### config.mk
export PLATFORM = sky130hd
export DESIGN_NAME = log_distance_score_unit
export DESIGN_NICKNAME = d
export VERILOG_FILES = /design/src/design/ldsu_pkg.sv /design/src/design/ldsu_accum.sv /design/src/design/log_distance_score_unit.sv
export VERILOG_INCLUDE_DIRS = /design/src /design/src/design
export SDC_FILE = /design/constraint.sdc
export NUM_CORES = 2
export LEC_CHECK = 0
export BUFFER_PORTS_ARGS = -buffer_cell sky130_fd_sc_hd__buf_4
export CORE_ASPECT_RATIO = 1.1
export CORE_MARGIN = 3
export CORE_UTILIZATION = 36
export CTS_BUF_LIST = sky130_fd_sc_hd__clkbuf_8
export DETAILED_ROUTE_END_ITERATION = 6
export GPL_TIMING_DRIVEN = 0
export PLACE_DENSITY = 0.54
export SLEW_MARGIN = 20
export SYNTH_ARGS = -nofsm -noshare
export SYNTH_HDL_FRONTEND = slang
export SYNTH_HIERARCHICAL = 1
export SYNTH_SLANG_ARGS = --single-unit
### constraint.sdc
create_clock -name clk -period 15.6 [get_ports clk]
set_input_delay 4.68 -clock clk [delete_from_list [all_inputs] [get_ports clk]]
set_output_delay 4.68 -clock clk [all_outputs]
set_load 0.03 [all_outputs]
### src/design/log_distance_score_unit_macros.svh
// Assertion macros for the log distance score unit.
// Included by files that carry concurrent checks; expects clk and rst_n in scope.
`ifndef LOG_DISTANCE_SCORE_UNIT_MACROS_SVH
`define LOG_DISTANCE_SCORE_UNIT_MACROS_SVH
`ifndef NO_ASSERTIONS
`define LDS_ASSERT_IMP(lbl, ante, cons, msg) \
  lbl: assert property (@(posedge clk) disable iff (!rst_n) (ante) |-> (cons)) \
    else $error(msg);
`define LDS_ASSERT_NXT(lbl, ante, cons, msg) \
  lbl: assert property (@(posedge clk) disable iff (!rst_n) (ante) |=> (cons)) \
    else $error(msg);
`else
`define LDS_ASSERT_IMP(lbl, ante, cons, msg)
`define LDS_ASSERT_NXT(lbl, ante, cons, msg)
`endif
`endif

### src/design/ldsu_pkg.sv
// Shared types and constants for the log distance score unit.
// No dependencies; imported by ldsu_accum and log_distance_score_unit.
package ldsu_pkg;

  localparam int LOG_FRAC_BITS_DEF = 16;
  localparam int ELEM_W            = 16;
  localparam int SQ_W              = 33;
  localparam int SUM_W             = 48;
  localparam int MANT_W            = 32;
  localparam int EXP_W             = 6;
  localparam int CFG_W             = 24;
  localparam int SCORE_W           = 17;
  localparam logic [SCORE_W-1:0] SCORE_ONE = 17'd65536;
  localparam logic [EXP_W-1:0]   EXP_TOP   = 6'd47;
  localparam logic [EXP_W-1:0]   EXP_BIAS  = 6'd16;

  typedef enum logic [2:0] {
    ST_IDLE,
    ST_FLUSH,
    ST_NORM,
    ST_SQUARE,
    ST_SCALE,
    ST_RESULT
  } state_t;

  typedef struct packed {
    logic load;
    logic clear;
  } acc_ctl_t;

endpackage

### src/design/ldsu_accum.sv
// Squared-difference stage and saturating 48-bit sum of squares.
// Depends on ldsu_pkg; driven by the sequencer in log_distance_score_unit.
module ldsu_accum (
  input  logic                                clk,
  input  logic                                rst_n,
  input  ldsu_pkg::acc_ctl_t                  ctl,
  input  logic signed [ldsu_pkg::ELEM_W-1:0]  rep_element,
  input  logic signed [ldsu_pkg::ELEM_W-1:0]  sample_element,
  output logic        [ldsu_pkg::SUM_W-1:0]   sum_nxt
);
  import ldsu_pkg::*;

  logic signed [ELEM_W:0]   diff;
  logic        [ELEM_W:0]   abs_diff;
  logic        [2*ELEM_W+1:0] sq_full;
  logic        [SQ_W-1:0]   sq_r;
  logic                     pend_r;
  logic        [SUM_W-1:0]  sum_r;
  logic        [SUM_W:0]    sum_add;

  assign diff     = (ELEM_W+1)'(rep_element) - (ELEM_W+1)'(sample_element);
  assign abs_diff = diff[ELEM_W] ? (ELEM_W+1)'(-diff) : (ELEM_W+1)'(diff);
  assign sq_full  = abs_diff * abs_diff;
  assign sum_add  = {1'b0, sum_r} + (SUM_W+1)'(sq_r);

  always_comb begin
    if (!pend_r) begin
      sum_nxt = sum_r;
    end else if (sum_add[SUM_W]) begin
      sum_nxt = '1;
    end else begin
      sum_nxt = sum_add[SUM_W-1:0];
    end
  end

  always_ff @(posedge clk) begin
    if (!rst_n) begin
      pend_r <= 1'b0;
      sum_r  <= '0;
    end else begin
      pend_r <= ctl.load;
      sum_r  <= ctl.clear ? '0 : sum_nxt;
    end
  end

  always_ff @(posedge clk) begin
    if (ctl.load) begin
      sq_r <= sq_full[SQ_W-1:0];
    end
  end

endmodule

### src/design/log_distance_score_unit.sv
// Log distance score unit: sum of squares, iterative log2 and scaling to Q1.16.
// Depends on ldsu_pkg, ldsu_accum and log_distance_score_unit_macros.svh.
//
//  channel | dir | tdata / tuser                               | transfer
//  in      | in  | rep_element, sample_element; tlast = last   | in_tvalid & in_tready
//  out     | out | score; tuser = zero_distance                | out_tvalid & out_tready
//  cfg     | in  | inv_log_range                               | cfg_wr_en
//
// After a non-last pair the next pair is accepted in the following cycle.
// A last pair steps through flush, normalize, LOG_FRAC_BITS squaring steps, scale and result
// (a zero sum skips squaring and scale); the one shared 32x32 multiplier squares the mantissa and scales the log.
// Input stays not ready until the result is loaded into the output register.
// A result waiting on out_tready does not block accepting further non-last pairs.
// Reset clears the sum, the sequencer, the output valid and inv_log_range.
`include "log_distance_score_unit_macros.svh"
module log_distance_score_unit #(
  parameter int LOG_FRAC_BITS = ldsu_pkg::LOG_FRAC_BITS_DEF
) (
  input  logic                          clk,
  input  logic                          rst_n,
  input  logic                          in_tvalid,
  output logic                          in_tready,
  input  logic [31:0]                   in_tdata,   // [15:0] rep_element, [31:16] sample_element
  input  logic                          in_tlast,   // last_element
  output logic                          out_tvalid,
  input  logic                          out_tready,
  output logic [23:0]                   out_tdata,  // [16:0] score, rest zero
  output logic                          out_tuser,  // [0] zero_distance
  input  logic                          cfg_wr_en,
  input  logic [ldsu_pkg::CFG_W-1:0]    cfg_wr_data
);
  import ldsu_pkg::*;

  localparam int CNT_W = $clog2(LOG_FRAC_BITS);
  localparam int N_W   = EXP_W - 1 + LOG_FRAC_BITS;

  state_t                   state_r, state_nxt;
  acc_ctl_t                 acc_ctl;
  logic                     in_fire;
  logic                     load_out;
  logic [SUM_W-1:0]         sum_nxt;
  logic [CFG_W-1:0]         inv_r;
  logic [SUM_W-1:0]         norm_r;
  logic [EXP_W-1:0]         e_r;
  logic                     zero_r;
  logic [MANT_W-1:0]        m_r;
  logic [LOG_FRAC_BITS-1:0] frac_r;
  logic [CNT_W-1:0]         cnt_r;
  logic [2*MANT_W-1:0]      prod_r;
  logic [MANT_W-1:0]        mul_a, mul_b;
  logic [2*MANT_W-1:0]      mul_p;
  logic                     sq_bit;
  logic [N_W-1:0]           n_val;
  logic                     n_pos;
  logic [2*MANT_W-1:0]      scaled;
  logic [SCORE_W-1:0]       score_nxt;
  logic                     out_valid_r;
  logic [SCORE_W-1:0]       out_score_r;
  logic                     out_zero_r;
  logic                     last_iter;

  assign in_fire = in_tvalid && in_tready;

  ldsu_accum u_accum (
    .clk            (clk),
    .rst_n          (rst_n),
    .ctl            (acc_ctl),
    .rep_element    (in_tdata[15:0]),
    .sample_element (in_tdata[31:16]),
    .sum_nxt        (sum_nxt)
  );

  // shared multiplier: mantissa square or log scaling
  assign n_val = {(EXP_W-1)'(e_r - EXP_BIAS), frac_r};
  assign n_pos = (e_r > EXP_BIAS) || ((e_r == EXP_BIAS) && (frac_r != '0));
  always_comb begin
    if (state_r == ST_SQUARE) begin
      mul_a = m_r;
      mul_b = m_r;
    end else begin
      mul_a = MANT_W'(n_val);
      mul_b = MANT_W'(inv_r);
    end
  end
  assign mul_p  = mul_a * mul_b;
  assign sq_bit = mul_p[2*MANT_W-1];

  assign last_iter = (cnt_r == CNT_W'(LOG_FRAC_BITS - 1));
  assign scaled    = prod_r >> (LOG_FRAC_BITS + 8);

  always_comb begin
    if (zero_r || !n_pos) begin
      score_nxt = '0;
    end else if (scaled > (2*MANT_W)'(SCORE_ONE)) begin
      score_nxt = SCORE_ONE;
    end else begin
      score_nxt = scaled[SCORE_W-1:0];
    end
  end

  always_comb begin
    state_nxt = state_r;
    case (state_r)
      ST_IDLE:   if (in_fire && in_tlast) state_nxt = ST_FLUSH;
      ST_FLUSH:  state_nxt = ST_NORM;
      ST_NORM: begin
        if (norm_r == '0) begin
          state_nxt = ST_RESULT;
        end else if (norm_r[SUM_W-1]) begin
          state_nxt = ST_SQUARE;
        end
      end
      ST_SQUARE: if (last_iter) state_nxt = ST_SCALE;
      ST_SCALE:  state_nxt = ST_RESULT;
      ST_RESULT: if (!out_valid_r || out_tready) state_nxt = ST_IDLE;
      default:   state_nxt = ST_IDLE;
    endcase
  end

  always_comb begin
    in_tready     = (state_r == ST_IDLE);
    acc_ctl.load  = in_fire;
    acc_ctl.clear = (state_r == ST_FLUSH);
    load_out      = (state_r == ST_RESULT) && (!out_valid_r || out_tready);
  end

  always_ff @(posedge clk) begin
    if (!rst_n) begin
      state_r     <= ST_IDLE;
      out_valid_r <= 1'b0;
      inv_r       <= '0;
    end else begin
      state_r <= state_nxt;
      if (load_out) begin
        out_valid_r <= 1'b1;
      end else if (out_tready) begin
        out_valid_r <= 1'b0;
      end
      if (cfg_wr_en) begin
        inv_r <= cfg_wr_data;
      end
    end
  end

  always_ff @(posedge clk) begin
    case (state_r)
      ST_FLUSH: begin
        norm_r <= sum_nxt;
        e_r    <= EXP_TOP;
        zero_r <= 1'b0;
      end
      ST_NORM: begin
        if (norm_r == '0) begin
          zero_r <= 1'b1;
        end else if (norm_r[SUM_W-1]) begin
          m_r    <= norm_r[SUM_W-1 -: MANT_W];
          frac_r <= '0;
          cnt_r  <= '0;
        end else if (norm_r[SUM_W-1 -: 8] == '0) begin
          norm_r <= norm_r << 8;
          e_r    <= e_r - EXP_W'(8);
        end else begin
          norm_r <= norm_r << 1;
          e_r    <= e_r - EXP_W'(1);
        end
      end
      ST_SQUARE: begin
        m_r    <= sq_bit ? mul_p[2*MANT_W-1 -: MANT_W] : mul_p[2*MANT_W-2 -: MANT_W];
        frac_r <= {frac_r[LOG_FRAC_BITS-2:0], sq_bit};
        cnt_r  <= cnt_r + CNT_W'(1);
      end
      ST_SCALE: prod_r <= mul_p;
      default: ;
    endcase
    if (load_out) begin
      out_score_r <= score_nxt;
      out_zero_r  <= zero_r;
    end
  end

  assign out_tvalid = out_valid_r;
  assign out_tdata  = {7'b0, out_score_r};
  assign out_tuser  = out_zero_r;

  `LDS_ASSERT_IMP(a_zero_score, out_tvalid && out_tuser, out_tdata[16:0] == 17'd0, "zero distance with nonzero score")
  `LDS_ASSERT_IMP(a_score_range, out_tvalid, out_tdata[16:0] <= SCORE_ONE, "score above one")
  `LDS_ASSERT_NXT(a_last_stall, in_tvalid && in_tready && in_tlast, !in_tready, "input ready right after last transfer")

endmodule
# Yosys cells after proc, flatten, opt, wreduce, memory -nomap -nowiden
# Index checks and enable logic that the tools add are counted.
# Widths: inputs -> output; s select.
# totals
regBits	299
inputBits	62
elab_cells	101
# op_classes
n_addsub	7
mul	2
order_cmp	2
n_eq_ne	15
muxes	34
bitwise	1
reduce_logical	23
# op_table
op	count
$mux 48	5
$mux 32	5
$pmux 48 s2	1
$mul 32x32->64	1
$pmux 32 s2	1
$add 48x33->49	1
$logic_not 48->1	1
$gt 40x17->1 const B	1
$mux 17	2
$mul 17x17->33	1
$mux 16	2
$pmux 16 s2	1
$mux 6	3
$pmux 3 s6	1
$neg 17->17	1
$sub 16x16->17	1
$reduce_bool 16->1	1
$mux 3	5
$ne 2x2->1 const B	6
$pmux 6 s2	1
$logic_not 8->1	1
$mux 4	2
$pmux 4 s2	1
$eq 3x2->1 const B	2
23 further kinds	37

# Depth between registers and ports, before layout
# depth
word_depth	6
depth_mapped	37
mapped_depth_nobuf	36

# Hierarchy
# Netlist, hierarchy kept.
# by_module_without_submodules
mod	instances	cells_per_inst	area_each_um2	seq_area_each_um2
log_distance_score_unit	1	4440	40929.3	5515.3
ldsu_accum	1	1605	14257.4	1941.9

# Least setup slack after synthesis
# OpenSTA, ideal clock, no wires.
# synth_path
path_kind	input to register
from	input port in_tdata[0]
to	register u_accum.sq_r[32] (data pin)
arrival_time_ns	12.543
required_ns	15.337
path_slack_ns	2.794
stages	35
n_path_buf	2
cell_sequence	inv_1 -> ha_1 -> fa_1 -> and2b_1 -> o21ai_0 -> xor2_1 -> and4b_4 -> nand4_1 -> inv_1 -> nand3_1 -> nor4_1 -> or3_1 -> buf_2 -> nand2_1 -> fa_1 -> inv_1 -> fa_1 -> fa_1 -> fa_1 -> fa_1 -> inv_1 -> fa_1 -> inv_1 -> ha_1 -> clkbuf_1 -> a21o_1 -> a21oi_1 -> o21ai_0 -> a21o_1 -> a21o_1 -> a211oi_1 -> o21ai_0 -> a21o_1 -> a21oi_1 -> xor2_1
# synth_between
elab_chain_cells	4
# synth_rtl
element	line_no	rtl
from (decl)	log_distance_score_unit.sv:23	input logic [31:0] in_tdata,
$sub 16x16->17 (*)	ldsu_accum.sv:21	assign diff = (ELEM_W+1)'(rep_element) - (ELEM_W+1)'(sample_element);
$neg 17->17	ldsu_accum.sv:22	assign abs_diff = diff[ELEM_W] ? (ELEM_W+1)'(-diff) : (ELEM_W+1)'(diff);
$mux 17 (*)	ldsu_accum.sv:22	
$mul 17x17->33 (*)	ldsu_accum.sv:23	assign sq_full = abs_diff * abs_diff;
net u_accum.sq_full[32]	ldsu_accum.sv:15	logic [2*ELEM_W+1:0] sq_full;
to (signal assigned)	ldsu_accum.sv:48	sq_r <= sq_full[SQ_W-1:0];
to (decl)	ldsu_accum.sv:16	logic [SQ_W-1:0] sq_r;
# The timed path passes the listed nets; every way through them passes the cells marked *.
# A chain may end at the register's enable or synchronous reset.

# Final worst setup path
# layout_path
from	input port in_tdata[0]
to	register u_accum.sq_r[29] (data pin)
# The elaborated chain is that of the path after synthesis.

==> impl_metrics.csv <==
group,metric,value,unit
sta,fmax,73.2,MHz
drt,drc,1,
drt,drtIter0Drc,3286,
sta,setup-violations-final,0,
cts,cts-root-buf,"clkbuf_8",
grt,grt_pass1_vias,45578,
synthesis,synth_area_per_cell,9.13,um2
grt,grt_overflow_total,0,
cts,cts_hold_buf,0,
floorplan,core-area,0.152,mm2
drt,via_per_inst,5.18,
grt,met3_usage,0.0430,
synthesis,syn_inst,6045,
final_layout,nNetsFinal,7749,
worst_setup_path,slowest_delay,0.61,ns
floorplan,rows,150,
drt,drt-pass1-iter-count,7,
synthesis,yosys_register_bits,274,
grt,antenna_found_initial,4,
cts,cts_tree,"yes",
floorplan,pin_count,89,
sta,setup_slack,1.95,ns
synthesis,synth-edff-count,197,
drt,wire_per_inst,23.1,um
cts,clock_sinks,274,
hold_path,hp-class,"reg2reg",
worst_setup_path,path_common_cell,"fa_1",
cts,cts.clk_slew.worst_paths,0.06,ns
final_layout,nFillCells,15563,
synthesis,synth_cell_types,116,
grt,grt.met2_usage,0.409,
sta,period_minus_slack,13.65,ns
grt,grt_pass1_wl,288000,um
final_layout,fin_cells,8291,
sta,period_share,0.875,
cts,cts.repair.resized,0,
sta,slew_headroom,0.177,
worst_setup_path,worstPathRequired,15.99,ns
sta,setup_tns,0,ns
floorplan,die_area,0.158,mm2
cts,clock_latency,0.66,ns
synthesis,ys_seq_area_frac,0.135,
worst_setup_path,critPathKind,"in2reg",
place,dpl.cell_count,8204,
drt,route.vias.total,42937,
grt,grt_usage,0.244,
worst_setup_path,critical_path.slowest_cell,"clkbuf_1",
place,globalplace.congestion,0.985,
synthesis,synth_warnings,6,
final_layout,multi_input_comb_area,0.0420,mm2
status,violations,"design-rule violations",
grt,grt_use_met1,0.306,
final_layout,seq_area,0.00746,mm2
cts,clockBufferDepth,3,
sta,maxSlewViolCount,0,
drt,antenna_left,0,
sta,worst_pin_slew,1.23,ns
cts,cts_setup_buffers,0,
floorplan,die_h,417,um
synthesis,ys_async_sr_fraction,0,
worst_setup_path,end_kind,"flip-flop",
job,drv_cap,0,
synthesis,synth_ff_type,"edfxtp_1",
grt,grt_max_degree,53,
sta,finalHoldViolations,0,
sta,rsz0062_at_grt,"false",
cts,cts_buffers,46,
worst_setup_path,cp_max_fo,10,
place,numPortBuffers,80,
sta,skew,0.0329,ns
sta,holdWs,0.462,ns
place,dpl_worst_slack,1.14,ns
final_layout,area_growth,8.03,%
cts,htree_num_levels,2,
worst_setup_path,start_kind,"input port",
floorplan,die_w,379,um
place,hpwlAfterDp,162000,um
grt,top_usage_layer,"met2",
drt,wl,191000,um
floorplan,start_util,0.363,
status,status,"finished, violations left",
synthesis,syn_area,0.0552,mm2
worst_setup_path,worstPathArrival,14.04,ns
final_layout,layout-drive-gt1-share,0.0497,
## cell usage in the layout, fill, tap and decap left out, types with 36 or more instances in the layout
master,synthesis,final
a21o_1,68,68
a21oi_1,224,205
and2_1,77,76
and3_1,172,172
buf_4,7,87
clkbuf_1,232,231
clkbuf_8,0,51
dfxtp_1,77,77
edfxtp_1,197,197
fa_1,1077,1077
ha_1,410,410
inv_1,1272,1291
mux2i_1,95,95
nand2_1,703,702
nand3_1,42,42
nand4_1,44,44
nor2_1,533,531
nor2b_1,39,39
nor3_1,36,36
o21ai_0,127,125
xnor2_1,95,95
## metrics by stage
stage          area (um2)   util
3_3_place_gp        58400  0.384
4_1_cts             59600  0.392
5_1_grt             59600  0.392
3_5_place_dp        58700  0.386
2_1_floorplan       55200      -
6_report            59600  0.392
## per-layer routing
metal  up-vias  part of all wire
li1      19103                 -
met1     21701              0.39
met2      1744              0.47
met3       389             0.078
met4         0             0.058
met5         -                 0
## synthesized netlist by cell type (16+ instances only)
cell / number / area [um2]
o21ai_1: 35 / 175
o21a_1: 16 / 120
o21bai_1: 30 / 225
edfxtp_1: 197 / 5920
nor3_1: 36 / 180
and3b_1: 23 / 201
mux2i_1: 95 / 951
fa_1: 1077 / 21600
or2_2: 23 / 144
nor2_1: 533 / 2000
a31oi_1: 27 / 169
xnor2_1: 95 / 832
nor4_1: 29 / 181
dfxtp_1: 77 / 1540
a21o_1: 68 / 510
buf_2: 18 / 90.1
nand2b_1: 30 / 188
inv_1: 1272 / 4770
clkbuf_1: 232 / 871
a21oi_1: 224 / 1120
nand2_1: 703 / 2640
and3_1: 172 / 1080
ha_1: 410 / 5130
nand3_1: 42 / 210
o22a_1: 18 / 158
xor2_1: 36 / 315
nor2b_1: 39 / 244
nand4_1: 44 / 275
and2_1: 77 / 482
o21ai_0: 127 / 636
## path summary, 6_finish.rpt
check | endpoint | slack (ns) | from | depth (start not counted)
hold / removal | out_tuser$_DFFE_PP_ | 0.46 | zero_r$_DFFE_PP_ | 0
setup / recovery | u_accum/sq_r[29]$_DFFE_PP_ | 1.95 | in_tdata[0] | 34
hold reg to reg | out_tuser$_DFFE_PP_ | 0.46 | zero_r$_DFFE_PP_ | 0
setup reg to reg | m_r[26]$_DFFE_PP_ | 3.52 | state_r[0]$_SDFFE_PN0P_ | 36
## sequential cells by signal, summed over array words and instances (netlist names), 3 cells and up
signal and cells:
cnt_r 4, u_accum/sum_r 48, e_r 6, u_accum/sq_r 32, frac_r 16, m_r 32, prod_r 40, norm_r 48
out_score_r 17, inv_r 24, state_r 3
## worst max-delay path: cells and delay by family
| kind | cells | cell delay, ns |
|---|---|---|
| AO/OA/AOI/OAI | 12 | 3.40 |
| adder cells (fa/ha/maj) | 9 | 3.68 |
| AND/OR/NAND/NOR | 4 | 0.69 |
| XOR/XNOR | 2 | 0.37 |
| buffers and inverters | 7 | 1.20 |
## cell type report
| type | instances | area share |
|---|---|---|
| Multi-Input combinational cell | 4235 | 0.704 |
| Sequential cell | 274 | 0.125 |
| Buffer | 273 | 0.0187 |
| Timing Repair Buffer | 91 | 0.0128 |
| Inverter | 1279 | 0.0806 |
| Tap cell | 2052 | 0.0431 |
| Clock buffer | 51 | 0.0118 |
| Antenna cell | 2 | 0.0000839 |
| Clock inverter | 34 | 0.00344 |
## logic make-up after synthesis
family / after synthesis / share of synthesized area
and+or+nand+nor: 1803 / 0.150
buffers and inverters: 1552 / 0.107
adders and majority gates: 1487 / 0.484
AOI/OAI and AO/OA: 681 / 0.0808
DFF: 274 / 0.135
xor gates and xnor gates: 139 / 0.0238
muxes: 106 / 0.0195
other: 3 / 0.000204
Power is left out: the tool's default activity adds up to more than one toggle a clock period on the data nets, which glitch-free logic cannot reach.
